File: src/hw/rtl/ctg_pkg.sv
package ctg_pkg;

  // rounding divide by ten thousand, done as reciprocal multiply plus one correction
  localparam int REL_SCALE        = 10000;
  localparam int REL_HALF         = 5000;
  localparam int RECIP_SPAN       = 429496;   // floor(2**32 / 10000)
  localparam int RECIP_SPAN_W     = 19;
  localparam int RECIP_SPAN_SHIFT = 32;
  localparam int RECIP_FRAC       = 26843;    // floor(2**28 / 10000)
  localparam int RECIP_FRAC_W     = 15;
  localparam int RECIP_FRAC_SHIFT = 28;
  localparam int REM_W            = 15;
  localparam int FRAC_W           = 28;
  localparam int QB_W             = 15;
  localparam int REL_W            = 14;
  localparam int DIM_W            = 24;

  localparam int ADDR_W           = 5;
  localparam int DATA_W           = 32;
  localparam int OUT_TDATA_W      = 200;

  localparam logic [2:0] REG_CAPTION_TYPE       = 3'd0;
  localparam logic [2:0] REG_ESCAPE_MODE        = 3'd1;
  localparam logic [2:0] REG_GAP                = 3'd2;
  localparam logic [2:0] REG_ESCAPE_IS_RELATIVE = 3'd3;
  localparam logic [2:0] REG_ESCAPE_RELATIVE    = 3'd4;
  localparam logic [2:0] REG_ESCAPE_ABSOLUTE    = 3'd5;
  localparam logic [2:0] REG_LINE_LENGTH        = 3'd6;
  localparam logic [2:0] REG_FIT_LINE_LENGTH    = 3'd7;

  localparam logic [1:0] CAP_SNAP     = 2'd0;
  localparam logic [1:0] CAP_STRAIGHT = 2'd1;
  localparam logic [1:0] CAP_KNEE3    = 2'd2;
  localparam logic [1:0] CAP_KNEE4    = 2'd3;

  localparam logic [1:0] ESC_HORIZ    = 2'd0;
  localparam logic [1:0] ESC_VERT     = 2'd1;
  localparam logic [1:0] ESC_BEST     = 2'd2;

  localparam logic [1:0] SIDE_LEFT    = 2'd0;
  localparam logic [1:0] SIDE_RIGHT   = 2'd1;
  localparam logic [1:0] SIDE_TOP     = 2'd2;
  localparam logic [1:0] SIDE_BOTTOM  = 2'd3;

  localparam logic [1:0] PTS_TWO      = 2'd2;
  localparam logic [1:0] PTS_THREE    = 2'd3;

  typedef struct packed {
    logic [1:0]        caption_type;
    logic [1:0]        escape_mode;
    logic [DIM_W-1:0]  gap;
    logic              escape_is_relative;
    logic [REL_W-1:0]  escape_relative;
    logic [DIM_W-1:0]  escape_absolute;
    logic [DIM_W-1:0]  line_length;
    logic              fit_line_length;
  } cfg_t;

  typedef struct packed {
    logic [1:0]  escape_side;
    logic [31:0] p2_y;
    logic [31:0] p2_x;
    logic [31:0] p1_y;
    logic [31:0] p1_x;
    logic [31:0] p0_y;
    logic [31:0] p0_x;
    logic [1:0]  point_count;
  } result_t;

endpackage

File: src/hw/rtl/ctg_cfg_regs.sv
module ctg_cfg_regs (
  input  logic                       clk,
  input  logic                       rst,
  input  logic                       psel,
  input  logic                       penable,
  input  logic                       pwrite,
  input  logic [ctg_pkg::ADDR_W-1:0] paddr,
  input  logic [ctg_pkg::DATA_W-1:0] pwdata,
  output logic [ctg_pkg::DATA_W-1:0] prdata,
  output logic                       pready,
  output ctg_pkg::cfg_t              cfg
);
  import ctg_pkg::*;

  logic       wr;
  logic [2:0] idx;

  assign pready = 1'b1;
  assign wr     = psel && penable && pwrite;
  assign idx    = paddr[ADDR_W-1:2];

  always_ff @(posedge clk) begin
    if (rst) begin
      cfg.caption_type       <= CAP_KNEE3;
      cfg.escape_mode        <= ESC_HORIZ;
      cfg.gap                <= '0;
      cfg.escape_is_relative <= 1'b1;
      cfg.escape_relative    <= REL_W'(REL_HALF);
      cfg.escape_absolute    <= '0;
      cfg.line_length        <= '0;
      cfg.fit_line_length    <= 1'b1;
    end else if (wr) begin
      case (idx)
        REG_CAPTION_TYPE:       cfg.caption_type       <= pwdata[1:0];
        REG_ESCAPE_MODE:        cfg.escape_mode        <= pwdata[1:0];
        REG_GAP:                cfg.gap                <= pwdata[DIM_W-1:0];
        REG_ESCAPE_IS_RELATIVE: cfg.escape_is_relative <= pwdata[0];
        REG_ESCAPE_RELATIVE:    cfg.escape_relative    <= pwdata[REL_W-1:0];
        REG_ESCAPE_ABSOLUTE:    cfg.escape_absolute    <= pwdata[DIM_W-1:0];
        REG_LINE_LENGTH:        cfg.line_length        <= pwdata[DIM_W-1:0];
        REG_FIT_LINE_LENGTH:    cfg.fit_line_length    <= pwdata[0];
        default: ;
      endcase
    end
  end

  always_comb begin
    case (idx)
      REG_CAPTION_TYPE:       prdata = DATA_W'(cfg.caption_type);
      REG_ESCAPE_MODE:        prdata = DATA_W'(cfg.escape_mode);
      REG_GAP:                prdata = DATA_W'(cfg.gap);
      REG_ESCAPE_IS_RELATIVE: prdata = DATA_W'(cfg.escape_is_relative);
      REG_ESCAPE_RELATIVE:    prdata = DATA_W'(cfg.escape_relative);
      REG_ESCAPE_ABSOLUTE:    prdata = DATA_W'(cfg.escape_absolute);
      REG_LINE_LENGTH:        prdata = DATA_W'(cfg.line_length);
      REG_FIT_LINE_LENGTH:    prdata = DATA_W'(cfg.fit_line_length);
      default:                prdata = '0;
    endcase
  end

endmodule

File: config.mk
export PLATFORM = sky130hd
export DESIGN_NAME = ctg_cfg_regs
export DESIGN_NICKNAME = d
export VERILOG_FILES = /design/src/hw/rtl/ctg_pkg.sv /design/src/hw/rtl/ctg_cfg_regs.sv
export SDC_FILE = /design/constraint.sdc
export NUM_CORES = 1
export LEC_CHECK = 0
export ABC_AREA = 1
export BUFFER_PORTS_ARGS = -buffer_cell sky130_fd_sc_hd__buf_2
export CAP_MARGIN = 5
export CORE_AREA = 3 3 118 91
export CTS_CLUSTER_SIZE = 12
export DETAILED_ROUTE_END_ITERATION = 10
export DIE_AREA = 0 0 121 94
export PLACE_DENSITY = 0.72
export SETUP_SLACK_MARGIN = 0.02
export SLEW_MARGIN = 25
export SYNTH_ARGS = -nofsm -noshare
export SYNTH_HDL_FRONTEND = slang
export SYNTH_SLANG_ARGS = --single-unit
File: constraint.sdc
create_clock -name clk -period 1.15 [get_ports clk]
set_input_delay 0.23 -clock clk [delete_from_list [all_inputs] [get_ports clk]]
set_output_delay 0.23 -clock clk [all_outputs]
set_load 0.01 [all_outputs]
After elaboration in Yosys (flattened, before gate mapping):

Index checks and enable logic that the tools add are counted.

* input bits: 42
* bits in registers: 92
* word-level logic and storage cells: 27
* output and inout port bits: 125

* equality and inequality tests: 7
* reduce and logical (&&, ||, !) cells: 11
* muxes and demuxes: 1

Operators by type and width (count)
* one-hot mux 32 bit (8 select lines): 1
* AND reduction 2 bit: 8
* == test 3 bit (second input constant): 4
* == test 3 x 2 -> 1 bit (second input constant): 2
* == test 3 x 1 -> 1 bit (second input constant): 1
* zero test 3 bit: 1
* logical AND 1 bit: 2

Logic depth before layout (Yosys ltp):

* word-level depth: 3
* mapped depth: 8

Least setup slack after synthesis:

No wires, ideal clock.

* path type: input port to output port
* from: input paddr[2] (netlist name)
* to: output prdata[10] (netlist name)
* data required time: 0.920 ns
* stages: 7
* arrival: 1.029 ns
* setup slack: -0.109 ns
* path through: buf_6 inv_6 nand3_4 inv_1 buf_2 nand2_1 nand4_1

* word-level cells in the longest chain between the ends: 2
* elaborated cells on any way between the ends: 9
* those cells by class: eq/ne: 7; mux: 1; reduce/logical: 1

RTL lines
* start, declared: RTL line ctg_cfg_regs.sv:7 `input logic [ctg_pkg::ADDR_W-1:0] paddr,`
* == test 3 bit, or another cell as far along: RTL line ctg_cfg_regs.sv:48 `case (idx)`
* one-hot mux 32 bit (8 select lines) *: RTL line ctg_cfg_regs.sv:48
* end, declared: RTL line ctg_cfg_regs.sv:9 `output logic [ctg_pkg::DATA_W-1:0] prdata,`

Mark *: on every way between the ends. The rest lies on a longest branch, timed or not. The select of a mux whose other input is x is not followed.

Final worst setup path:

* from: register cfg[64] (netlist name)
* to: output prdata[0] (netlist name)

* word-level cells in the longest chain between the ends: 1

RTL lines
* start, declared: RTL line ctg_cfg_regs.sv:11 `output ctg_pkg::cfg_t cfg`
* one-hot mux 32 bit (8 select lines): RTL line ctg_cfg_regs.sv:48

Every way passes these cells. The select of a mux whose other input is x is not followed.

==> results_dict.tcl <==
set metrics [dict create \
    postLayoutCoreUtil_pct 65.5 \
    p_comb_share_pct 10.8 \
    yosysTopAreaCell "dfxtp_1" \
    p_clk_share_pct 41.8 \
    hp-class "in2reg" \
    cts_made_buffers 9 \
    start_util_pct 43.8 \
    fin_crit_ps 1380 \
    insertion_delay_ps 340 \
    worstRegToRegCells 4 \
    p_int_mw 5.08 \
    h-tree-depth 3 \
    grt_use_met3_pct 5.54 \
    ys_seq_area_share_pct 43.5 \
    cts_tree "yes" \
    grt.met2_usage_pct 42.1 \
    skew_ps 0 \
    clockRootBuffer "clkbuf_16" \
    synth_top_area_share_pct 43.5 \
    fillers 804 \
    cp_data_required_time_ps 920 \
    syn_avg_cell_area_um2 7.32 \
    grt.total_usage_pct 26.3 \
    wl_um 15200 \
    worst_ep_arrival_time_ps 1150 \
    final_common_cell "buf_2" \
    status "finished, violations left" \
    busiest_layer "met2" \
    num_vias 4809 \
    synth_area_um2 4230 \
    grt_pass1_vias 4562 \
    path_clk_slew_ps 70 \
    drtIter0Drc 377 \
    die_h_um 94 \
    largest_register "cfg" \
    drv_cap 0 \
    largest_register_ff_count 92 \
    dp.cells 855 \
    r2r_slack_ps 240 \
    synth_seq_cells 92 \
    ir_drop_mv 0.750 \
    timing.fmax_ghz 0.723 \
    ios 167 \
    grt_max_degree 93 \
    ant_nets 0 \
    pwr_density_cell_nw_per_um2 1090 \
    drc 0 \
    cts.sink_count 92 \
    rsz0062_at_grt "yes" \
    synth_cell_types 23 \
    final_cell_mix "buf_2, nor2_1, nor3_1, dfxtp_2, o21ai_0" \
    antenna_found_initial 0 \
    grt_pass1_wl_um 23600 \
    avgRoutedWirePerCell_um 17.1 \
    place_congestion 0.919 \
    die_area_um2 11400 \
    crit_type "reg2out" \
    r2r_start "cfg[75]" \
    pre_cts_ws_ps -345 \
    core_um2 9660 \
    via_per_inst 5.40 \
    swShare_pct 26.3 \
    dieWidth_um 121 \
    nets 796 \
    violations "setup timing" \
    netSwitchingPower_mw 1.81 \
    grt_overflow 0 \
    power_frac_seq_pct 47.4 \
    fin_crit_sh_pct 120 \
    cp-start-kind "register" \
    finalHoldViolations 0 \
    endpoint "prdata[0]" \
    path_max_fanout 2 \
    place_hpwl_um 10000 \
    synthTopCellsByArea "dfxtp_1, nand2_1, nor3_1, nor2_1, o21ai_0" \
    finalSetupViolations 26 \
    fin_setup_tns_ps -2090 \
    largest_registers "cfg: 92 flops" \
    end_kind "primary output" \
    critPathLaunch "cfg[64]" \
    worst_hold_slack_ps 150 \
    final_cells 891 \
    cts_buffer_depth 2 \
    yosys_warnings 0 \
    num_rows 31 \
    fin_ws_ps -234 \
    syn-instance-count 578 \
    r2r-end "cfg[75]" \
    holdBufCountCts 0 \
    syn2layout_area_growth_pct 49.5 \
    drive_gt1_share_pct 49.0 \
    antenna_cells 0 \
    port_buffers 147 \
    power_leakage_nw 3.18 \
    grtUsageMet1_pct 35.2 \
    dr.pass1.iters 5 \
    slew_viol_final 0 \
]
stage by stage:
stage	power, mW	instance area, µm²
3_5_place_dp	3.95	5290
6_report	6.89	6320
4_1_cts	6.88	6020
5_1_grt	7.09	6320
2_1_floorplan	3.71	4380
3_3_place_gp	3.93	5290
layout make-up:
class	count	area, µm²	share of cell area (%)
multi-input combinational	427	2240	35.4
sequential	92	1930	30.5
timing repair buffer	207	1560	24.6
clock buffer	10	239	3.78
tap	132	165	2.61
inverter	14	110	1.74
clock inverter	6	52.6	0.831
timing repair inverter	3	33.8	0.534
layer usage:
layer  wire, µm  vias to the layer above  share of wire [%]
li1           -                     2276                  -
met1       6650                     2269                 44
met2       7040                      241                 46
met3       1250                       23                8.2
met4        291                        0                1.9
met5          0                        -                  0
power groups by stage:
stage	Clock, mW	Sequential [mW]	Combinational [mW]
4_1_cts	2.93	3.26	0.687
5_1_grt	3.02	3.27	0.796
2_1_floorplan	0	3.34	0.360
3_3_place_gp	0	3.33	0.604
3_5_place_dp	0	3.33	0.615
6_report	2.88	3.27	0.746
repair_timing:
item | in CTS | in global routing
endpoints found under the hold margin | 0 | 0
pin swaps | 29 | 25
setup buffers | 10 | 9
cloned | 3 | 0
resized for setup | 120 | 81
setup endpoints to repair | 30 | 65
worst max-delay path, cell delays in order (launching register included):
cell and delay, ps:
dfxtp_2 330, nand4_1 90, nand2_1 60, nor2_1 100, nand3_1 90, buf_2 150
worst min-delay path by stage:
stage,end,slack [ps],startpoint,cells after the start
3_3_place_gp,cfg[61],460,cfg[61],2
3_5_place_dp,cfg[61],470,cfg[61],2
5_1_grt,cfg[41],160,pwdata[16],3
4_1_cts,cfg[58],130,pwdata[9],3
2_1_floorplan,cfg[91],360,pwdata[1],2
6_report,cfg[56],150,pwdata[7],3
cell families (layout without fill, tap and decap cells):
family                 after synthesis  in the layout  share of synthesized area [%]
AO/OA/AOI/OAI                       84             84                           9.94
buffers and inverters               66            240                           10.0
AND/OR/NAND/NOR                    334            334                           36.3
other                                2              9                          0.178
flip-flops                          92             92                           43.5
cells in the mapped netlist:
cell        n
buf_2      14
buf_1       1
nor2_4      4
inv_6       2
nand3_4     4
nand3_1    24
dfxtp_1    92
buf_4       9
nand4_1    20
nand2_2     1
nand2_1   102
nor3_1     76
nor2_1    101
clkbuf_1   13
inv_4       1
o21ai_0    60
o21ai_1    24
inv_2       1
buf_6      15
conb_1      2
nor2_8      1
nand3b_1    1
inv_1      10
(Power assumes the default switching activity.)
