### config.mk
export PLATFORM = sky130hd
export DESIGN_NAME = ctg_rel_offset
export DESIGN_NICKNAME = d
export VERILOG_FILES = /design/src/hw/rtl/ctg_pkg.sv /design/src/hw/rtl/ctg_rel_offset.sv
export SDC_FILE = /design/constraint.sdc
export NUM_CORES = 2
export LEC_CHECK = 0
export ABC_AREA = 1
export BUFFER_PORTS_ARGS = -buffer_cell sky130_fd_sc_hd__buf_2
export CORE_MARGIN = 1.5
export CORE_UTILIZATION = 30
export DETAILED_ROUTE_END_ITERATION = 16
export SLEW_MARGIN = 20
export SYNTH_ARGS = -nofsm -noshare
export SYNTH_HDL_FRONTEND = slang
export SYNTH_SLANG_ARGS = --single-unit
### constraint.sdc
create_clock -name clk -period 12.9 [get_ports clk]
set_input_delay 0 -clock clk [delete_from_list [all_inputs] [get_ports clk]]
set_output_delay 0 -clock clk [all_outputs]
set_load 0.02 [all_outputs]
### src/hw/rtl/ctg_pkg.sv
package ctg_pkg;

  // rounding divide by ten thousand, done as reciprocal multiply plus one correction
  localparam int REL_SCALE        = 10000;
  localparam int REL_HALF         = 5000;
  localparam int RECIP_SPAN       = 429496;   // floor(2**32 / 10000)
  localparam int RECIP_SPAN_W     = 19;
  localparam int RECIP_SPAN_SHIFT = 32;
  localparam int RECIP_FRAC       = 26843;    // floor(2**28 / 10000)
  localparam int RECIP_FRAC_W     = 15;
  localparam int RECIP_FRAC_SHIFT = 28;
  localparam int REM_W            = 15;
  localparam int FRAC_W           = 28;
  localparam int QB_W             = 15;
  localparam int REL_W            = 14;
  localparam int DIM_W            = 24;

  localparam int ADDR_W           = 5;
  localparam int DATA_W           = 32;
  localparam int OUT_TDATA_W      = 200;

  localparam logic [2:0] REG_CAPTION_TYPE       = 3'd0;
  localparam logic [2:0] REG_ESCAPE_MODE        = 3'd1;
  localparam logic [2:0] REG_GAP                = 3'd2;
  localparam logic [2:0] REG_ESCAPE_IS_RELATIVE = 3'd3;
  localparam logic [2:0] REG_ESCAPE_RELATIVE    = 3'd4;
  localparam logic [2:0] REG_ESCAPE_ABSOLUTE    = 3'd5;
  localparam logic [2:0] REG_LINE_LENGTH        = 3'd6;
  localparam logic [2:0] REG_FIT_LINE_LENGTH    = 3'd7;

  localparam logic [1:0] CAP_SNAP     = 2'd0;
  localparam logic [1:0] CAP_STRAIGHT = 2'd1;
  localparam logic [1:0] CAP_KNEE3    = 2'd2;
  localparam logic [1:0] CAP_KNEE4    = 2'd3;

  localparam logic [1:0] ESC_HORIZ    = 2'd0;
  localparam logic [1:0] ESC_VERT     = 2'd1;
  localparam logic [1:0] ESC_BEST     = 2'd2;

  localparam logic [1:0] SIDE_LEFT    = 2'd0;
  localparam logic [1:0] SIDE_RIGHT   = 2'd1;
  localparam logic [1:0] SIDE_TOP     = 2'd2;
  localparam logic [1:0] SIDE_BOTTOM  = 2'd3;

  localparam logic [1:0] PTS_TWO      = 2'd2;
  localparam logic [1:0] PTS_THREE    = 2'd3;

  typedef struct packed {
    logic [1:0]        caption_type;
    logic [1:0]        escape_mode;
    logic [DIM_W-1:0]  gap;
    logic              escape_is_relative;
    logic [REL_W-1:0]  escape_relative;
    logic [DIM_W-1:0]  escape_absolute;
    logic [DIM_W-1:0]  line_length;
    logic              fit_line_length;
  } cfg_t;

  typedef struct packed {
    logic [1:0]  escape_side;
    logic [31:0] p2_y;
    logic [31:0] p2_x;
    logic [31:0] p1_y;
    logic [31:0] p1_x;
    logic [31:0] p0_y;
    logic [31:0] p0_x;
    logic [1:0]  point_count;
  } result_t;

endpackage

### src/hw/rtl/ctg_rel_offset.sv
module ctg_rel_offset #(
  parameter int COORD_BITS = 30,
  parameter int CW         = 34
) (
  input  logic                         clk,
  input  logic [8:0]                   en,
  input  logic signed [COORD_BITS-1:0] lo,
  input  logic signed [COORD_BITS-1:0] hi,
  input  logic [ctg_pkg::REL_W-1:0]    rel,
  output logic signed [CW-1:0]         off
);
  import ctg_pkg::*;

  localparam int MW = COORD_BITS + 1;   // span magnitude
  localparam int QW = MW - 13;          // span / 10000
  localparam int PW = MW + 1;           // offset magnitude

  logic signed [MW-1:0] d_pos, d_neg;
  logic [MW+RECIP_SPAN_W-1:0] span_prod;
  logic [QW+13:0]       qa_scaled;
  logic                 rem_hit;
  logic [FRAC_W+RECIP_FRAC_W-1:0] frac_prod;
  logic [FRAC_W:0]      qb_scaled;

  // stage registers, one letter per stage
  logic [MW-1:0]     mag_a, mag_b;
  logic [7:0]        neg;
  logic [QW-1:0]     qa_b, qa_c, q1_d;
  logic [REM_W-1:0]  r0_c, r2_g;
  logic [REL_W-1:0]  r1_d;
  logic [PW-1:0]     pq_e, pq_f, pq_g, mag_h;
  logic [FRAC_W-1:0] t_e, t_f;
  logic [QB_W-1:0]   qb_f, qb_g;

  assign d_pos     = MW'(hi) - MW'(lo);
  assign d_neg     = MW'(lo) - MW'(hi);
  assign span_prod = (MW+RECIP_SPAN_W)'(mag_a) * (MW+RECIP_SPAN_W)'(RECIP_SPAN);
  assign qa_scaled = (QW+14)'(qa_b) * (QW+14)'(REL_SCALE);
  assign rem_hit   = r0_c >= REM_W'(REL_SCALE);
  assign frac_prod = (FRAC_W+RECIP_FRAC_W)'(t_e) * (FRAC_W+RECIP_FRAC_W)'(RECIP_FRAC);
  assign qb_scaled = (FRAC_W+1)'(qb_f) * (FRAC_W+1)'(REL_SCALE);

  always_ff @(posedge clk) begin
    if (en[0]) begin
      neg[0] <= d_pos[MW-1];
      mag_a  <= d_pos[MW-1] ? d_neg : d_pos;
    end
    // first quotient estimate, low by at most one
    if (en[1]) begin
      neg[1] <= neg[0];
      mag_b  <= mag_a;
      qa_b   <= span_prod[RECIP_SPAN_SHIFT +: QW];
    end
    if (en[2]) begin
      neg[2] <= neg[1];
      qa_c   <= qa_b;
      r0_c   <= REM_W'(mag_b - MW'(qa_scaled));
    end
    if (en[3]) begin
      neg[3] <= neg[2];
      q1_d   <= rem_hit ? qa_c + QW'(1) : qa_c;
      r1_d   <= REL_W'(rem_hit ? r0_c - REM_W'(REL_SCALE) : r0_c);
    end
    // whole part times rel, remainder part rounded separately
    if (en[4]) begin
      neg[4] <= neg[3];
      pq_e   <= PW'(q1_d) * PW'(rel);
      t_e    <= FRAC_W'(r1_d) * FRAC_W'(rel) + FRAC_W'(REL_HALF);
    end
    if (en[5]) begin
      neg[5] <= neg[4];
      pq_f   <= pq_e;
      t_f    <= t_e;
      qb_f   <= frac_prod[RECIP_FRAC_SHIFT +: QB_W];
    end
    if (en[6]) begin
      neg[6] <= neg[5];
      pq_g   <= pq_f;
      qb_g   <= qb_f;
      r2_g   <= REM_W'(t_f - FRAC_W'(qb_scaled));
    end
    if (en[7]) begin
      neg[7] <= neg[6];
      mag_h  <= pq_g + PW'(qb_g) + PW'(r2_g >= REM_W'(REL_SCALE));
    end
    // rounding is half away from zero, so the sign goes on last
    if (en[8]) begin
      off    <= neg[7] ? CW'(0) - CW'(mag_h) : CW'(mag_h);
    end
  end

endmodule

Word-level counts from Yosys, hierarchy flattened --
Cells that the tools add are included.
Cells by class: bitwise operators 0, reductions and logical operators 0, add/subtract/negate cells 10, multipliers 6, $lt $le $gt $ge 2, shift-type cells 0, eq/ne operators 0, div/mod/pow operators 0, multiplexer cells 4
Operators by type and width (count):
- subtractor 30 x 30 -> 31 bit | 2
- multiplier 31 x 16 -> 47 bit, second input constant | 1
- multiplier 28 x 15 -> 43 bit, second input constant | 1
- subtractor 1 x 32 -> 33 bit, first input constant | 1
- adder 32 x 1 -> 32 bit | 1
- adder 32 x 15 -> 32 bit | 1
- multiplier 18 x 14 -> 32 bit | 1
- two-way mux 32 bit | 1
- greater-or-equal comparator 15 x 14 -> 1 bit, second input constant | 2
- two-way mux 30 bit | 1
- subtractor 15 bit | 2
- adder 28 x 13 -> 28 bit, second input constant | 1
- multiplier 14 x 14 -> 28 bit | 1
- adder 18 x 1 -> 18 bit, second input constant | 1
- multiplier 18 x 10 -> 11 bit, second input constant | 1
- two-way mux 18 bit | 1
- multiplier 15 x 10 -> 11 bit, second input constant | 1
- two-way mux 14 bit | 1
- subtractor 14 bit, second input constant | 1
Storage, ports and cells: output and inout bits 34, memories 0, register bits 386, input port bits 84, ROM bits 0, bits in latches 0, RAM bits 0, word-level logic and storage cells 49

Longest topological paths before layout --
depth in word-level cells 2, mapped depth 26

Worst setup path before layout --
Ideal clock, no wire load.
path type reg-to-reg, from register r1_d[3], to register t_e[25] (data pin), buffers on the path 1, setup time 0.261 ns, stages on the path, launching flop included 24, arrival time 5.224 ns, path slack 7.415 ns, clock period less this slack 5.485 ns, cell sequence edfxtp_1 -> clkbuf_1 -> nand2_1 -> inv_1 -> fa_1 -> inv_1 -> fa_1 -> inv_1 -> fa_1 -> inv_1 -> fa_1 -> inv_1 -> fa_1 -> inv_1 -> fa_1 -> inv_1 -> ha_1 -> a21oi_1 -> o21ai_0 -> a21oi_1 -> inv_1 -> nand2_1 -> nand3_1 -> xor2_1
On the way: longest elaborated chain between the ends 2
Ends and longest elaborated chain:
- start, declared | line ctg_rel_offset.sv:30 | logic [REL_W-1:0] r1_d;
- start signal, assigned | line ctg_rel_offset.sv:62 | r1_d <= REL_W'(rem_hit ? r0_c - REM_W'(REL_SCALE) : r0_c);
- multiplier 14 x 14 -> 28 bit | line ctg_rel_offset.sv:68 | t_e <= FRAC_W'(r1_d) * FRAC_W'(rel) + FRAC_W'(REL_HALF);
- adder 28 x 13 -> 28 bit | line ctg_rel_offset.sv:68
- end signal, assigned | line ctg_rel_offset.sv:68
- end, declared | line ctg_rel_offset.sv:32 | logic [FRAC_W-1:0] t_e, t_f;
No other way between the ends. A chain may end at the register's enable or synchronous reset.

Worst setup path after layout --
from register q1_d[5], to register pq_e[30] (data pin)
On the way: longest elaborated chain between the ends 1
Ends and longest elaborated chain:
- start, declared | line ctg_rel_offset.sv:28 | logic [QW-1:0] qa_b, qa_c, q1_d;
- start signal, assigned | line ctg_rel_offset.sv:61 | q1_d <= rem_hit ? qa_c + QW'(1) : qa_c;
- multiplier 18 x 14 -> 32 bit | line ctg_rel_offset.sv:67 | pq_e <= PW'(q1_d) * PW'(rel);
- end signal, assigned | line ctg_rel_offset.sv:67
- end, declared | line ctg_rel_offset.sv:31 | logic [PW-1:0] pq_e, pq_f, pq_g, mag_h;
No other way between the ends.

==> impl_summary.txt <==
----------------------------------------------------
[Outcome]
  Run status ... complete, no violations

[Final layout]
  Final design instance area without fill ... 59500 µm²
  Share of cells above drive strength 1 ... 3.552%
  Antenna diode count ... 0
  Fill cells ... 18950
  Net total in the final layout ... 8125
  P&R area growth vs syn ... 8.355%
  Share of the core filled with cells ... 32.81%

[Timing]
  Time the worst path needs with I/O delays and setup ... 5887 ps
  Relative max-transition margin ... 38.90%
  Number of setup violations in the final report ... 0
  Worst-margin pin slew ... 916.5 ps
  Fin Clk Skew ... 32.71 ps
  Count of final hold-check violations ... 0
  Fmax ... 0.1699 GHz
  Count of final max-slew check failures ... 0
  Final sum of negative setup slack ... 0 ps
  Setup repair after global routing missed its margin ... false
  Post-route fraction of the period consumed by the critical path ... 45.64%

[Hold path]
  Min-delay worst type ... in -> reg
  Cells on Worst Hold Path ... 1
  Hold endpoint ... qa_c[12]
  Worst Hold Launch ... en[2]

[Floorplan]
  Area of the die ... 185600 µm²
  CORE AREA ... 181300 µm²
  Initial standard-cell utilization of the core ... 30.28%
  # IOs ... 118
  Placement row count ... 156
  Die Y-Extent ... 430.8 µm
  Die outline width ... 430.8 µm

[CTS]
  Number of levels in the clock H-tree ... 2
  Clk pin slew, worst setup/hold paths ... 60 ps
  CTS sink cnt ... 378
  Clk Tree Root Cell ... sky130_fd_sc_hd__clkbuf_16
  Latest clock arrival within the worst-skew pair ... 610 ps
  Max Root-Sink Buffers ... 3
  TritonCTS clock tree ... built
  Clock buffers created by TritonCTS ... 41

[Yosys]
  Mapped cell area ... 54910 µm²
  Cell type with the largest total area after synthesis ... sky130_fd_sc_hd__fa_1
  Predominant post-synthesis flop cell ... sky130_fd_sc_hd__edfxtp_1
  Mean instance size in the synthesized netlist ... 8.320 µm²
  Share of synthesized registers carrying an async set or reset ... 0%
  Number of synthesized flops with an enable pin ... 378
  Cell variety after synth ... 48
  YS warnings ... 0
  Number of synthesized register bits ... 378
  Top cells by area in the synthesized netlist ... sky130_fd_sc_hd__fa_1 26%, sky130_fd_sc_hd__edfxtp_1 21%, sky130_fd_sc_hd__ha_1 15%
  Synthesized netlist net count ... 8056
  Syn Inst Count ... 6600
  Library cell with the highest instance count after synthesis ... sky130_fd_sc_hd__inv_1
  Synth top area share ... 26.10%
  Ranking of synthesized cells by instance count ... 1691 x sky130_fd_sc_hd__inv_1, 1621 x sky130_fd_sc_hd__nand2_1, 716 x sky130_fd_sc_hd__fa_1
  Share of the yosys chip area belonging to registers ... 20.67%

[Place]
  DP Area ... 58040 µm²
  Last weighted congestion value of the routability-driven placer ... 0.9448
  Final HPWL DP ... 117.9 mm
  Port bufs ... 117

[Drt]
  Via density ... 4.523
  TritonRoute pass-1 iters ... 6
  Final wirelength ... 137.1 mm
  Total number of vias ... 41030
  Count of nets left with antenna violations after detail routing ... 0
  Remaining DRCs ... 0
  Post-detailed-route wirelength per cell ... 15.12 µm
  First-iteration detailed-routing DRC count ... 2151

[Job]
  Max-cap check violation count ... 0

[Critical path]
  Sort of element at the start of the critical path ... register
  Critical R2R Launch ... q1_d[5]
  Worst reg-to-reg setup slack ... 7010 ps
  Data arrival time at the worst-slack endpoint ... 6230 ps
  Highest net fanout along the worst path ... 14
  Number of cells traversed by the worst register-to-register path ... 24
  Capture point of the worst reg-to-reg path ... pq_e[30]
  Crit path capture type ... register
  Kind of critical path ... reg -> reg
  Worst path required time ... 13250 ps

[Global routing]
  Maximum number of pins on one net before global-route repair ... 62
  First-pass GRT wire length ... 226.3 mm
  Combined global-route utilization of all metal layers ... 15.10%
  Initial antenna violation count ... 6
  GR Overflow Total ... 0
  Via count of the first global-routing pass ... 43570

----------------------------------------------------
-- worst max path at each step --
| stage | from | to |
|---|---|---|
| after CTS | q1_d[5] | pq_e[30] |
| final | q1_d[5] | pq_e[30] |
| after floorplan | r1_d[3] | t_e[25] |
| after detailed placement | q1_d[5] | pq_e[30] |
| after global routing | r1_d[0] | t_e[20] |
| after global placement | q1_d[5] | pq_e[18] |
-- flip-flops by register name, indices dropped and copies added (netlist names), 28 cells and up --
name / flops
pq_e: 32
off: 33
t_e: 28
mag_a: 31
pq_f: 32
pq_g: 32
mag_h: 32
-- logic make-up after synthesis --
group	count (synthesis)	share of synthesized area (%)
AO/OA/AOI/OAI	468	4.705
XOR/XNOR	229	3.652
adder cells (fa/ha/maj)	1372	41.05
buffers and inverters	1801	12.48
flip-flops	378	20.67
AND/OR/NAND/NOR	2352	17.44
-- area by class of cell --
class	count	area (µm²)	share of cell area (%)
tap	2370	2965	4.984
clock inverter	25	355.3	0.5972
timing repair buffer	128	680.7	1.144
inverter	1699	6382	10.73
clock buffer	50	1060	1.781
sequential	378	11350	19.08
multi-input combinational	4421	36710	61.69
-- metrics by stage --
stage               worst slack (ps)  hold WS, ps  cells
global route                    6559        31.88   9071
global placement                6984        401.4   8991
finish                          7013        16.83   9071
CTS                             6981        4.532   9071
floorplan                       7415        112.5   6600
detailed placement              6988        404.5   8991
-- per-layer routing --
layer	GRT usage, %	vias to the layer above	routed length (µm)	part of all wire [%]
met1	19.23	19670	60460	44
met5	0	-	0	0
met2	27.24	947	67560	49
li1	-	20200	-	-
met3	1.633	208	5834	4.3
met4	3.487	0	3289	2.4
-- cell usage in the layout, fill, tap and decap left out, types with 117 or more instances in the layout --
master	instances
sky130_fd_sc_hd__xor2_1	172
sky130_fd_sc_hd__a21oi_1	234
sky130_fd_sc_hd__nor2_1	345
sky130_fd_sc_hd__edfxtp_1	378
sky130_fd_sc_hd__inv_1	1691
sky130_fd_sc_hd__nand3_1	188
sky130_fd_sc_hd__ha_1	656
sky130_fd_sc_hd__o21ai_0	134
sky130_fd_sc_hd__nand2_1	1621
sky130_fd_sc_hd__buf_2	117
sky130_fd_sc_hd__fa_1	716
-- worst max-delay path, cell delays in order (launching register included) --
cell and delay, ps:
sky130_fd_sc_hd__edfxtp_1 640, sky130_fd_sc_hd__nand2_1 150, sky130_fd_sc_hd__inv_1 70, sky130_fd_sc_hd__fa_1 540, sky130_fd_sc_hd__inv_1 60, sky130_fd_sc_hd__fa_1 530, sky130_fd_sc_hd__inv_1 50, sky130_fd_sc_hd__fa_1 490
sky130_fd_sc_hd__inv_1 50, sky130_fd_sc_hd__fa_1 470, sky130_fd_sc_hd__inv_1 50, sky130_fd_sc_hd__fa_1 520, sky130_fd_sc_hd__inv_1 50, sky130_fd_sc_hd__fa_1 520, sky130_fd_sc_hd__inv_1 40, sky130_fd_sc_hd__ha_1 340
sky130_fd_sc_hd__a21o_1 190, sky130_fd_sc_hd__nor2_1 200, sky130_fd_sc_hd__nand2_1 180, sky130_fd_sc_hd__nand2_1 90, sky130_fd_sc_hd__nand2_1 100, sky130_fd_sc_hd__nand3_1 130, sky130_fd_sc_hd__nand2_1 60, sky130_fd_sc_hd__nand2_1 50
sky130_fd_sc_hd__nand2_1 50
-- what timing repair did --
action | in CTS | in global routing
hold endpoints to repair | 68 | 0
setup buffers | 0 | 0
gates resized for setup | 0 | 0
hold buffers | 5 | 0
Power is not shown: default switching activity piles up to over one toggle a cycle in this logic, so the estimate is an artifact.
