<file path="config.mk">
export PLATFORM = sky130hd
export DESIGN_NAME = ctg_polyline
export DESIGN_NICKNAME = d
export VERILOG_FILES = /design/src/hw/rtl/ctg_pkg.sv /design/src/hw/rtl/ctg_polyline.sv
export SDC_FILE = /design/constraint.sdc
export NUM_CORES = 1
export LEC_CHECK = 0
export BUFFER_PORTS_ARGS = -buffer_cell sky130_fd_sc_hd__buf_2
export CORE_MARGIN = 1
export CORE_UTILIZATION = 55
export DETAILED_ROUTE_END_ITERATION = 10
export HOLD_SLACK_MARGIN = 0.12
export PLACE_DENSITY_LB_ADDON = 0.12
export RECOVER_POWER = 50
export SETUP_SLACK_MARGIN = 0.5
export SLEW_MARGIN = 20
export SYNTH_ARGS = -nofsm -noshare
export SYNTH_HDL_FRONTEND = slang
export SYNTH_SLANG_ARGS = --single-unit
</file>
<file path="constraint.sdc">
create_clock -name clk -period 6.05 [get_ports clk]
set_input_delay 0.605 -clock clk [delete_from_list [all_inputs] [get_ports clk]]
set_output_delay 0.605 -clock clk [all_outputs]
set_load 0.01 [all_outputs]
</file>
<file path="src/hw/rtl/ctg_pkg.sv">
package ctg_pkg;

  // rounding divide by ten thousand, done as reciprocal multiply plus one correction
  localparam int REL_SCALE        = 10000;
  localparam int REL_HALF         = 5000;
  localparam int RECIP_SPAN       = 429496;   // floor(2**32 / 10000)
  localparam int RECIP_SPAN_W     = 19;
  localparam int RECIP_SPAN_SHIFT = 32;
  localparam int RECIP_FRAC       = 26843;    // floor(2**28 / 10000)
  localparam int RECIP_FRAC_W     = 15;
  localparam int RECIP_FRAC_SHIFT = 28;
  localparam int REM_W            = 15;
  localparam int FRAC_W           = 28;
  localparam int QB_W             = 15;
  localparam int REL_W            = 14;
  localparam int DIM_W            = 24;

  localparam int ADDR_W           = 5;
  localparam int DATA_W           = 32;
  localparam int OUT_TDATA_W      = 200;

  localparam logic [2:0] REG_CAPTION_TYPE       = 3'd0;
  localparam logic [2:0] REG_ESCAPE_MODE        = 3'd1;
  localparam logic [2:0] REG_GAP                = 3'd2;
  localparam logic [2:0] REG_ESCAPE_IS_RELATIVE = 3'd3;
  localparam logic [2:0] REG_ESCAPE_RELATIVE    = 3'd4;
  localparam logic [2:0] REG_ESCAPE_ABSOLUTE    = 3'd5;
  localparam logic [2:0] REG_LINE_LENGTH        = 3'd6;
  localparam logic [2:0] REG_FIT_LINE_LENGTH    = 3'd7;

  localparam logic [1:0] CAP_SNAP     = 2'd0;
  localparam logic [1:0] CAP_STRAIGHT = 2'd1;
  localparam logic [1:0] CAP_KNEE3    = 2'd2;
  localparam logic [1:0] CAP_KNEE4    = 2'd3;

  localparam logic [1:0] ESC_HORIZ    = 2'd0;
  localparam logic [1:0] ESC_VERT     = 2'd1;
  localparam logic [1:0] ESC_BEST     = 2'd2;

  localparam logic [1:0] SIDE_LEFT    = 2'd0;
  localparam logic [1:0] SIDE_RIGHT   = 2'd1;
  localparam logic [1:0] SIDE_TOP     = 2'd2;
  localparam logic [1:0] SIDE_BOTTOM  = 2'd3;

  localparam logic [1:0] PTS_TWO      = 2'd2;
  localparam logic [1:0] PTS_THREE    = 2'd3;

  typedef struct packed {
    logic [1:0]        caption_type;
    logic [1:0]        escape_mode;
    logic [DIM_W-1:0]  gap;
    logic              escape_is_relative;
    logic [REL_W-1:0]  escape_relative;
    logic [DIM_W-1:0]  escape_absolute;
    logic [DIM_W-1:0]  line_length;
    logic              fit_line_length;
  } cfg_t;

  typedef struct packed {
    logic [1:0]  escape_side;
    logic [31:0] p2_y;
    logic [31:0] p2_x;
    logic [31:0] p1_y;
    logic [31:0] p1_x;
    logic [31:0] p0_y;
    logic [31:0] p0_x;
    logic [1:0]  point_count;
  } result_t;

endpackage

</file>
<file path="src/hw/rtl/ctg_polyline.sv">
module ctg_polyline #(
  parameter int CW = 34
) (
  input  logic                 clk,
  input  logic [2:0]           en,
  input  ctg_pkg::cfg_t        cfg,
  input  logic signed [CW-1:0] tx,
  input  logic signed [CW-1:0] ty,
  input  logic signed [CW-1:0] hx,
  input  logic signed [CW-1:0] hy,
  input  logic signed [CW-1:0] vx,
  input  logic signed [CW-1:0] vy,
  input  logic                 h_right,
  input  logic                 v_bottom,
  input  logic                 vless,
  output ctg_pkg::result_t     res
);
  import ctg_pkg::*;

  logic best, type1, try_v, take_v;
  logic horiz_b, horiz_c, near_b;
  logic signed [CW-1:0] along_b, tip_b, mid, knee;
  logic signed [CW-1:0] p0x, p0y, p1x, p1y;
  logic [1:0] count;

  logic signed [CW-1:0] tx_a, ty_a, ex_a, ey_a;
  logic [1:0]           side_a;
  logic signed [CW-1:0] tx_b, ty_b, ex_b, ey_b, sum_b, knee_len_b;
  logic [1:0]           side_b;

  // escape point choice; the snap caption type swaps the fixed modes and inverts best fit
  always_comb begin
    best   = cfg.escape_mode != ESC_HORIZ && cfg.escape_mode != ESC_VERT;
    type1  = cfg.caption_type == CAP_SNAP;
    try_v  = best || (type1 ? cfg.escape_mode == ESC_HORIZ : cfg.escape_mode == ESC_VERT);
    take_v = try_v && (!best || (type1 ? !vless : vless));
  end

  always_comb begin
    horiz_b = side_a == SIDE_LEFT || side_a == SIDE_RIGHT;
    near_b  = side_a == SIDE_LEFT || side_a == SIDE_TOP;
    along_b = horiz_b ? ex_a : ey_a;
    tip_b   = horiz_b ? tx_a : ty_a;
  end

  always_comb begin
    horiz_c = side_b == SIDE_LEFT || side_b == SIDE_RIGHT;
    // midpoint truncated toward zero
    mid     = (sum_b >>> 1) + CW'(sum_b[CW-1] & sum_b[0]);
    knee    = cfg.fit_line_length ? mid : knee_len_b;
    p0x     = tx_b;
    p0y     = ty_b;
    p1x     = ex_b;
    p1y     = ey_b;
    count   = PTS_TWO;
    if (cfg.caption_type == CAP_SNAP) begin
      if (horiz_c) p0x = ex_b;
      else         p0y = ey_b;
    end else if (cfg.caption_type == CAP_KNEE3 || cfg.caption_type == CAP_KNEE4) begin
      count = PTS_THREE;
      if (horiz_c) p1x = knee;
      else         p1y = knee;
    end
  end

  always_ff @(posedge clk) begin
    if (en[0]) begin
      tx_a   <= tx;
      ty_a   <= ty;
      ex_a   <= take_v ? vx : hx;
      ey_a   <= take_v ? vy : hy;
      side_a <= take_v ? (v_bottom ? SIDE_BOTTOM : SIDE_TOP)
                       : (h_right ? SIDE_RIGHT : SIDE_LEFT);
    end
    if (en[1]) begin
      tx_b       <= tx_a;
      ty_b       <= ty_a;
      ex_b       <= ex_a;
      ey_b       <= ey_a;
      side_b     <= side_a;
      sum_b      <= tip_b + along_b;
      knee_len_b <= near_b ? along_b - CW'(cfg.line_length)
                           : along_b + CW'(cfg.line_length);
    end
    if (en[2]) begin
      res.point_count <= count;
      res.p0_x        <= 32'(p0x);
      res.p0_y        <= 32'(p0y);
      res.p1_x        <= 32'(p1x);
      res.p1_y        <= 32'(p1y);
      res.p2_x        <= 32'(ex_b);
      res.p2_y        <= 32'(ey_b);
      res.escape_side <= side_b;
    end
  end

endmodule

</file>
* Word level (Yosys, flattened, before mapping) *
Index checks and enable logic that the tools add are counted.
W data, S select, Z words.

word-level totals
  word-level logic and storage cells = 69
  input bits = 303
  register bits after elaboration = 530

operators by class
  equality and inequality tests = 7
  bitwise gates (word level) = 1
  reductions and logical operators = 15
  multiplexer cells = 22
  $add $sub $neg = 4

operators by type and width
  cell                  number
  $mux W32              12
  $mux W34              4
  $add A34 B34 Y34      1
  $add A32 B1 Y32       1
  $add A32 B24 Y32      1
  $sub A32 B24 Y32      1
  $logic_not A2 Y1      4
  $eq A2 B1 Y1 const B  3
  $eq A2 B2 Y1 const B  3
  $logic_or A1 B1 Y1    6
  $mux W1               5
  $logic_and A1 B1 Y1   2
  $logic_not A1 Y1      2
  $mux W2               1
  $ne A2 B1 Y1 const B  1
  $reduce_bool A2 Y1    1
  $and A1 B1 Y1         1

* Longest topological paths before layout *
Gate-level depths: netlist (run 1).

  word-level depth = 6
  mapped depth = 18
  depth with buffers taken out = 17

* Worst setup path before layout (run 1) *
OpenSTA, ideal clock, no wires.

  kind = input -> register
  from = input port cfg[6] (netlist name)
  to = register knee_len_b[29], data pin
  path slack = 1.669 ns
  stages on the path = 16
  required time = 5.776 ns
  path buffers = 1
  arrival time = 4.107 ns
  setup time = 0.274 ns
  cells stage by stage = or4_4 or3_4 nand2b_1 or2_4 or4_4 o21ai_0 ha_1 clkbuf_1 a21o_1 a21oi_1 o21ai_0 a21o_1 a21o_1 a21oi_1 o41ai_1 xor2_1

between the ends
  word-level cells in the longest chain between the ends = 2
  elaborated cells between the ends (all ways) = 3
  those cells by class = 2 x add/sub; 1 x mux

ends and longest elaborated chain
  element                                               RTL line                                source
  start: declaration                                    ctg_polyline.sv:6                       input ctg_pkg::cfg_t cfg,
  $add A32 B24 Y32 or $sub A32 B24 Y32 (tied branches)  ctg_polyline.sv:83, ctg_polyline.sv:82
  $mux W32 (*)                                          ctg_polyline.sv:82                      knee_len_b <= near_b ? along_b - CW'(cfg.line_length)
  end signal: assignment                                ctg_polyline.sv:82
  end: declaration                                      ctg_polyline.sv:28                      logic signed [CW-1:0] tx_b, ty_b, ex_b, ey_b, sum_b, knee_len_b;

Mark *: on every way between the ends. The rest lies on a longest branch, timed or not.
A chain may end at the register's enable or synchronous reset.

* Worst setup path after layout (run 1) *
  from = input port en[0]
  to = register ex_a[11] (enable)

RTL lines
  element                 RTL line            source
  start: declaration      ctg_polyline.sv:5   input logic [2:0] en,
  end signal: assignment  ctg_polyline.sv:70  ex_a <= take_v ? vx : hx;
  end: declaration        ctg_polyline.sv:26  logic signed [CW-1:0] tx_a, ty_a, ex_a, ey_a;

No word-level cell between the ends.

==> results of run 1 <==
worst min-delay path by stage:
| stage | slack, ns | from | to | cells after the start |
|---|---|---|---|---|
| after CTS | 0.15 | ty[3] | ty_a[3]$_DFFE_PP_ | 1 |
| after floorplan | 0.40 | side_b[0]$_DFFE_PP_ | res[194]$_DFFE_PP_ | 0 |
| after global placement | 0.41 | side_b[0]$_DFFE_PP_ | res[194]$_DFFE_PP_ | 0 |
| after global routing | 0.16 | ty[3] | ty_a[3]$_DFFE_PP_ | 1 |
| after detailed placement | 0.41 | side_b[0]$_DFFE_PP_ | res[194]$_DFFE_PP_ | 0 |
| final | 0.18 | ty[6] | ty_a[6]$_DFFE_PP_ | 1 |
cell usage after synthesis, drive strengths merged (2+ instances only):
library cell	count	area (sq um)
nand4	12	75.1
nand3	28	140
a31oi	11	68.8
and3	9	56.3
a21oi	79	395
nor3	13	76.3
o31a	3	26.3
ha	67	838
mux2	230	2590
a211o	2	17.5
and4	9	78.8
o41ai	4	35.0
or3	8	60.1
nand2	97	367
and2	4	25.0
edfxtp	529	15900
nor4	2	12.5
buf	7	30.0
or4	5	48.8
fa	2	40.0
xor2	61	534
a311oi	2	17.5
a31o	2	17.5
clkbuf	46	173
nor2b	8	50.1
mux2i	6	60.1
o211ai	3	22.5
o21ai	100	516
o21bai	9	67.6
xnor2	49	429
nor2	51	194
a21o	32	240
nand2b	21	131
o21a	5	37.5
or2	3	21.3
a211oi	8	60.1
inv	21	78.8
o31ai	7	52.6
state kept, by name, indices dropped and copies added (netlist names):
name and cells:
ty_b 32, ex_b 32, sum_b 34, ey_b 32
tx_b 32, knee_len_b 32, tx_a 34, side_b 2
ey_a 34, ex_a 34, res 195, side_a 2
ty_a 34
kinds of logic after synthesis:
| group | count (synthesis) | share of synthesized area |
|---|---|---|
| DFF | 529 | 0.671 |
| xor gates and xnor gates | 110 | 0.0407 |
| other | 1 | 0.000158 |
| AOI/OAI and AO/OA | 276 | 0.0701 |
| muxes | 236 | 0.112 |
| buffers and inverters | 74 | 0.0119 |
| adders and majority gates | 69 | 0.0371 |
| and+or+nand+nor | 273 | 0.0575 |
power breakdown:
group | internal [W] | switching, W
Sequential | 0.00465 | 0.000218
Combinational | 0.000913 | 0.00120
Clock | 0.00175 | 0.00135
Total | 0.00732 | 0.00277
per-stage QoR:
stage | worst slack [ns] | utilization | power [W] | cells | instance area, sq um
after floorplan | 1.67 | - | 0.00628 | 1568 | 23700
after global placement | 1.29 | 0.628 | 0.00697 | 2504 | 26500
after detailed placement | 1.22 | 0.628 | 0.00703 | 2504 | 26500
after CTS | 1.58 | 0.667 | 0.0101 | 2604 | 28200
after global routing | 0.954 | 0.666 | 0.0105 | 2607 | 28100
final | 1.44 | 0.666 | 0.0101 | 2609 | 28100
final cells by class:
cell class | instances | share of cell area
antenna | 5 | 0.000445
clock buffer | 70 | 0.0509
clock inverter | 30 | 0.00734
inverter | 21 | 0.00280
multi-input combinational | 965 | 0.268
sequential | 529 | 0.565
tap | 539 | 0.0240
timing repair buffer | 450 | 0.0821
per-layer routing:
layer | GRT usage | up-vias | share of wire
met5 | 0 | - | 0.00048
met4 | 0.0717 | 4 | 0.020
met3 | 0.0450 | 73 | 0.061
met2 | 0.431 | 560 | 0.49
met1 | 0.339 | 7136 | 0.42
li1 | - | 6939 | -
placed cells by master (no fill, tap or decap), drive strengths merged, types with 4 or more instances in the layout:
master	netlist	final
nand3	28	28
nand4	12	12
nand2	97	97
o41ai	4	4
nor2b	8	8
o21a	5	5
o21ai	100	100
mux2	230	230
o31ai	7	7
xor2	61	61
a21o	32	32
buf	7	439
nand2b	21	21
and4	9	9
and3	9	9
o21bai	9	9
or3	8	8
nor2	51	51
clkbuf	46	81
xnor2	49	49
ha	67	67
a21oi	79	79
and2	4	4
or4	5	5
edfxtp	529	529
inv	21	22
mux2i	6	6
a211oi	8	8
clkinv	0	25
nor3	13	13
diode	0	5
a31oi	11	11
worst register-to-register path, stage by stage (launching register included):
cell and delay, ns:
sky130_fd_sc_hd__edfxtp_1 0.67, sky130_fd_sc_hd__buf_12 0.35, sky130_fd_sc_hd__mux2_2 0.43, sky130_fd_sc_hd__ha_1 0.36, sky130_fd_sc_hd__o21ai_0 0.14, sky130_fd_sc_hd__nor4_1 0.69
sky130_fd_sc_hd__o21ai_0 0.33, sky130_fd_sc_hd__a21oi_1 0.52, sky130_fd_sc_hd__o21bai_1 0.17, sky130_fd_sc_hd__a31oi_1 0.28, sky130_fd_sc_hd__o221a_2 0.24, sky130_fd_sc_hd__o31ai_1 0.06
==> run summary, run 1 <==
The run finished, with violations left. The checks that failed: capacitance limit, slew limit. The die is 210 um wide. The number of max-cap violations came out at 3.

The number of hold violations in the final report is 0. The total of flip-flops plus latches after synthesis was 529; the required time at the endpoint of the critical path was 6.26 ns. Classification of the worst setup path: input pin to flop. The number of global-route vias before repair is 14,500. The number of nets handed over by synthesis was 1,940.

The routed design has 55,900 um of wire. The endpoint kind of the worst setup timing path is a flop. Global routing finished with a remaining overflow of 0. Synthesis instantiated 61 different standard cells from the library.

The tools report the number of hold buffers added after cts as 0. The slowest cell on the critical path is sky130_fd_sc_hd__clkbuf_1. The logs give 0.561 for the starting density of the core and 0 for the setup fix buffers added after clock tree synthesis. The cell at the root of the clock tree was sky130_fd_sc_hd__clkbuf_16.

The core region is 42,200 sq um. Fraction of final layout cells sized beyond drive strength 1: 0.371. Timing would allow up to 217 MHz. The critical path ends at ex_a[11]$_DFFE_PP_. The all-layer global routing usage is 0.255, and the critical path buffer and inverter count is 2. The setup TNS came out at 0 ns. In the synthesized netlist the dominant register cell turns out to be sky130_fd_sc_hd__edfxtp_1. The detailed router finished its first iteration with 883 violations.

The class of the tightest hold or removal check is input pin to flop. The layout has 3,094 filler cells. At the end of routability-driven placement, the weighted congestion stood at 0.887. Detailed placement ended at an HPWL of 40,100 um. Registers take 15,900 sq um. After detailed routing, the average wire length per cell comes to 21.4 um.

The area growth from synthesis to layout is 18.8%. From bottom edge to top edge, the die measures 210 um. Along the worst path, the maximum fanout reaches 79. In this design, the stage delay of the slowest critical-path cell is 3.12 ns. The depth of the CTS H-tree was 2.

The logs give 0.60 ns for the clock latency at the later pin of the worst-skew pair and 0 for the number of nets with antenna violations after routing. The share of synthesized flip-flops with an asynchronous set or reset was 0; the share of the cycle needed by the critical path after routing was 0.762. The initialized floorplan defines 75 standard-cell rows. For the max-slew violation count, the log shows 211. The first global-routing pass estimated 83,500 um of wire. Traced cell by cell, the critical path runs through clkbuf_1 -> buf_4. STA classifies the critical path startpoint as an input pin.

Post-CTS repair changed the size of 0 cells. Grouping stages by cell kind, the critical path spends the most delay in buffers and inverters. The tools report the source of the worst register-to-register timing path as side_a[1]$_DFFE_PP_. The logs give 101 for the pin count of the biggest net entering global routing and 4.82 ns for the arrival time reported for the critical path endpoint. The clock transition at the register clock pins on the worst setup and hold paths after CTS was 0.06 ns; the maximum buffer depth of the clock tree was 3. The number of vias per cell came out at 5.64.

In this run the worst setup path begins at en[0]. After detailed routing, the number of remaining DRC violations is 0. After technology mapping, the gate count stands at 1,568.

The total number of yosys warnings was 0; the clock tree skew after final layout was 0.0238 ns. The number of iterations in the first detailed-routing pass is 5. The run gives 7 as the number of antenna violations at the first check in global routing. Summing every instance area after synthesis gives 23,700 sq um. TritonCTS built the clock tree. The mean area per synthesized cell is 15.1 sq um.

Transition time at the pin with the least slew margin: 5.21 ns. The tools report the destination of the worst register-to-register timing path as sum_b[33]$_DFFE_PP_. The total number of vias came out at 14,700. The total die area is 43,900 sq um.

For this design the static power due to leakage is 10.9 nW. The routed design could run at a clock period as short as 4.61 ns. Setup violations remaining at the end of the flow were counted as 0. Setup repair after global routing left no endpoint under its margin. Dividing total power by cell area gives a power density of 359 nW/um^2.

The worst relative slew slack is -2.47. The run gives 0.671 as the portion of the post-synthesis area used by sequential elements. The final layout contains 2,392 nets.

In this run, CTS created clock tree buffers numbering 53. The number of cells on the worst reg-to-reg path is 11, and the multi-input gate area in the final layout is 7530 sq um. The worst-case vdd ir drop was 0.289 mV; the worst slack on hold paths was 0.175 ns. The count of buffers added on input and output ports is 434. For this design the top-level I/O count stands at 499. The minimum setup slack among reg-to-reg paths was 1.52 ns; the logic depth of the worst setup path including buffers was 2.

The count of flip-flops with a built-in enable after synthesis works out to 529. Counting every sink on the clock net gives 529.
No activity file was read; power rests on OpenSTA's default activity.
==> inputs of run 2 (changes only) <==
==> constraint.sdc (replaced) <==
create_clock -name clk -period 4.8 [get_ports clk]
set_input_delay 0.48 -clock clk [delete_from_list [all_inputs] [get_ports clk]]
set_output_delay 0.48 -clock clk [all_outputs]
set_load 0.01 [all_outputs]
==> run summary, run 2 (synthesis results as in run 1) <==
Share of the cycle needed by the critical path after routing: 0.887. For the required time at the endpoint of the critical path, the log shows 4.95 ns (-1.31 ns). The net switching power of the design was 0.00354 W (+28%); the global placement routability congestion was 0.914 (+3.0%).

The switching fraction of total power is 0.276 (+0.000905). Instance count along the most critical hold path: 2 (+1). The worst hold endpoint was ex_a[21]$_DFFE_PP_. Number of sinks handled by clock tree synthesis: 529 (unchanged). The flow ran to the end, but the final reports show violations. For the number of nets with antenna violations after routing, the log shows 0 (unchanged). The horizontal die dimension works out to 210 um (unchanged). Beginning of the worst hold path: hx[21]. The highest net fanout along the worst path is 98 (+24%), and the setup TNS is 0 ns (unchanged).

The tools report the post-place setup slack as 0.127 ns (-1.09 ns). Class of the tightest hold or removal check: input pin to flop. The final count of negative-setup-slack endpoints is 0 (unchanged), and the delay contributed by the slowest stage of the critical path is 2.09 ns (-1.03 ns). The run gives 3 (unchanged) as the maximum buffer depth of the clock tree.

The all-layer global routing usage is 0.258 (+0.00370), and the vertical extent of the die is 210 um (unchanged). The run gives 0.00929 W (+27%) as the internal power of the cells. The worst relative slew slack came out at -1.50 (+0.971). The logs give 0 (unchanged) for the final global-route overflow total and 5 (unchanged) for the number of iterations in the first detailed-routing pass.

In this run the critical register-to-register path is captured at sum_b[30]$_DFFE_PP_. The tools report the placeable core area as 42,200 sq um (unchanged). The logs give 43,900 sq um (unchanged) for the total die area and 2,464 (+3.0%) for the final net count. The run gives 4.41 ns (-0.41 ns) as the arrival time reported for the critical path endpoint. STA classifies the critical path startpoint as an input pin.

The number of max-cap violations came out at 5 (+2). The tools report the number of antenna violations at the first check in global routing as 8 (+1). Number of flip-flops under the largest register name: 195 (unchanged). Setup repair after global routing could not meet its margin everywhere. The number of cells on the worst reg-to-reg path came out at 14 (+3).

For the max-slew violation count, the log shows 417 (+98%). Leaving out fill and tap cells, the most frequent cell in the layout is sky130_fd_sc_hd__edfxtp_1. The critical path buffer and inverter count is 2 (unchanged). The checks that failed: capacitance limit, slew limit. In the layout the commonest cells are 529 x sky130_fd_sc_hd__edfxtp_1, 421 x sky130_fd_sc_hd__buf_2, 230 x sky130_fd_sc_hd__mux2_2. The cell that appears most often on the critical path is sky130_fd_sc_hd__clkbuf_2.

The tools report the endpoint kind of the worst setup timing path as a flop. The tools report the half-perimeter wire length after placement as 39,700 um (-1.1%). The cell type group with the largest total delay on the critical path is buffers and inverters. The proportion of power drawn by the clock network is 0.309 (about the same). The minimum setup slack among reg-to-reg paths was 0.74 ns (-0.78 ns); the number of global-route vias before repair was 15,100 (+4.0%). Ranked by flip-flop count, first place goes to res.

The worst-case vdd ir drop was 0.317 mV (+9.5%); the total power per unit cell area was 445 nW/um^2 (+24%). Walking the worst path, the cells encountered are clkbuf_2 -> clkbuf_2. Clock tree skew after final layout: 0.0182 ns (-0.00559 ns). The post-route DRC violation count is 0 (unchanged). The setup fix buffers added after clock tree synthesis is 0 (unchanged), and the starting density of the core is 0.561 (unchanged). Setup slack of the critical path after layout: 0.544 ns (-0.898 ns).

The run gives 0.477 (-0.005) as the share of total power in sequential cells. The violation count after the first detailed-routing iteration was 906 (+2.6%); the leakage power figure was 11.2 nW (+2.6%). The number of vias per cell came out at 5.59 (-0.95%). The logs give 53 (unchanged) for the number of CTS-inserted buffers and 75 (unchanged) for the number of rows in the core area.

The run gives 235 MHz as the highest achievable clock rate. The pin count of the biggest net entering global routing is 125 (+24%), and the total of buffers placed on input and output ports is 434 (unchanged). The tools report the number of primary I/O pins as 499 (unchanged).

The run gives 56,700 um (+1.4%) as the overall routed net length. Transition time at the pin with the least slew margin: 3.75 ns (-1.46 ns). The wire length per cell was 21.2 um (-1.1%); the number of hold violations in the final report was 0 (unchanged). The largest individual stage delay along the critical path comes from the cell sky130_fd_sc_hd__clkbuf_2.

The depth of the CTS H-tree is 2 (unchanged). The fraction of final layout cells sized beyond drive strength 1 is 0.361 (-0.0109). The post-synthesis to final-layout area growth is 21.8%, and the combinational group share of total power is 0.214 (+0.005). The clock latency at the later pin of the worst-skew pair came out at 0.60 ns (about the same). The worst register-to-register path begins at side_a[1]$_DFFE_PP_. The total number of vias was 14,900 (+1.5%). The global-route wire length before repair is 85,300 um (+2.1%), and the minimum clock period after layout is 4.26 ns. By startpoint and endpoint, the worst setup path is classified as input pin to flop.

The clock transition at the register clock pins on the worst setup and hold paths after CTS works out to 0.06 ns (about the same). The tools report the cell at the root of the clock tree as sky130_fd_sc_hd__clkbuf_16. TritonCTS built the clock tree.
## run 2: routing by layer
layer | global-route usage | up-vias | wire length (um)
li1 | - | 7078 | -
met1 | 0.341 | 7280 | 24100
met2 | 0.438 | 482 | 27900
met3 | 0.0480 | 92 | 3340
met4 | 0.0758 | 4 | 1320
met5 | 0 | - | 27
## run 2: how the worst max path moves through the flow
stage / to / from / slack, ns / cells past startpoint
finish: res[151]$_DFFE_PP_ / en[2] / 0.54 / 2
global route: res[194]$_DFFE_PP_ / en[2] / 0.28 / 2
CTS: sum_b[33]$_DFFE_PP_ / side_a[1]$_DFFE_PP_ / 0.64 / 11
floorplan: knee_len_b[29]$_DFFE_PP_ / cfg[6] / 0.54 / 16
detailed placement: knee_len_b[29]$_DFFE_PP_ / cfg[6] / 0.13 / 16
global placement: knee_len_b[29]$_DFFE_PP_ / cfg[6] / 0.15 / 16
## run 2: what timing repair did
action | in CTS | in global routing
hold buffers | 68 | 0
endpoints found under the hold margin | 68 | 0
resized for setup | 0 | 3
endpoints found under the setup margin | 0 | 3
## run 2: layout make-up
cell class	instances	area (sq um)
diodes	2	5.00
clock buffers	59	1350
clock inverters	37	295
fillers	2995	13400
inverters	21	78.8
multi-input cells	965	7540
flip-flops and latches	529	15900
well taps	539	674
repair buffers	522	3010
## run 2: power by group through the flow
stage,clock network [W],logic (W),registers [W]
after floorplan,0,0.00171,0.00619
after global placement,0,0.00262,0.00619
after detailed placement,0,0.00267,0.00620
after CTS,0.00403,0.00273,0.00611
after global routing,0.00418,0.00301,0.00618
final,0.00396,0.00274,0.00613
## run 2: stage by stage
| step | total power [W] | hold slack, ns | area, sq um | cells | utilization |
|---|---|---|---|---|---|
| floorplan | 0.00791 | 0.400 | 23700 | 1568 | - |
| global placement | 0.00880 | 0.407 | 26600 | 2508 | 0.629 |
| detailed placement | 0.00888 | 0.407 | 26600 | 2508 | 0.629 |
| CTS | 0.0129 | 0.148 | 28900 | 2672 | 0.684 |
| global route | 0.0134 | 0.178 | 28800 | 2673 | 0.683 |
| finish | 0.0128 | 0.187 | 28800 | 2674 | 0.683 |
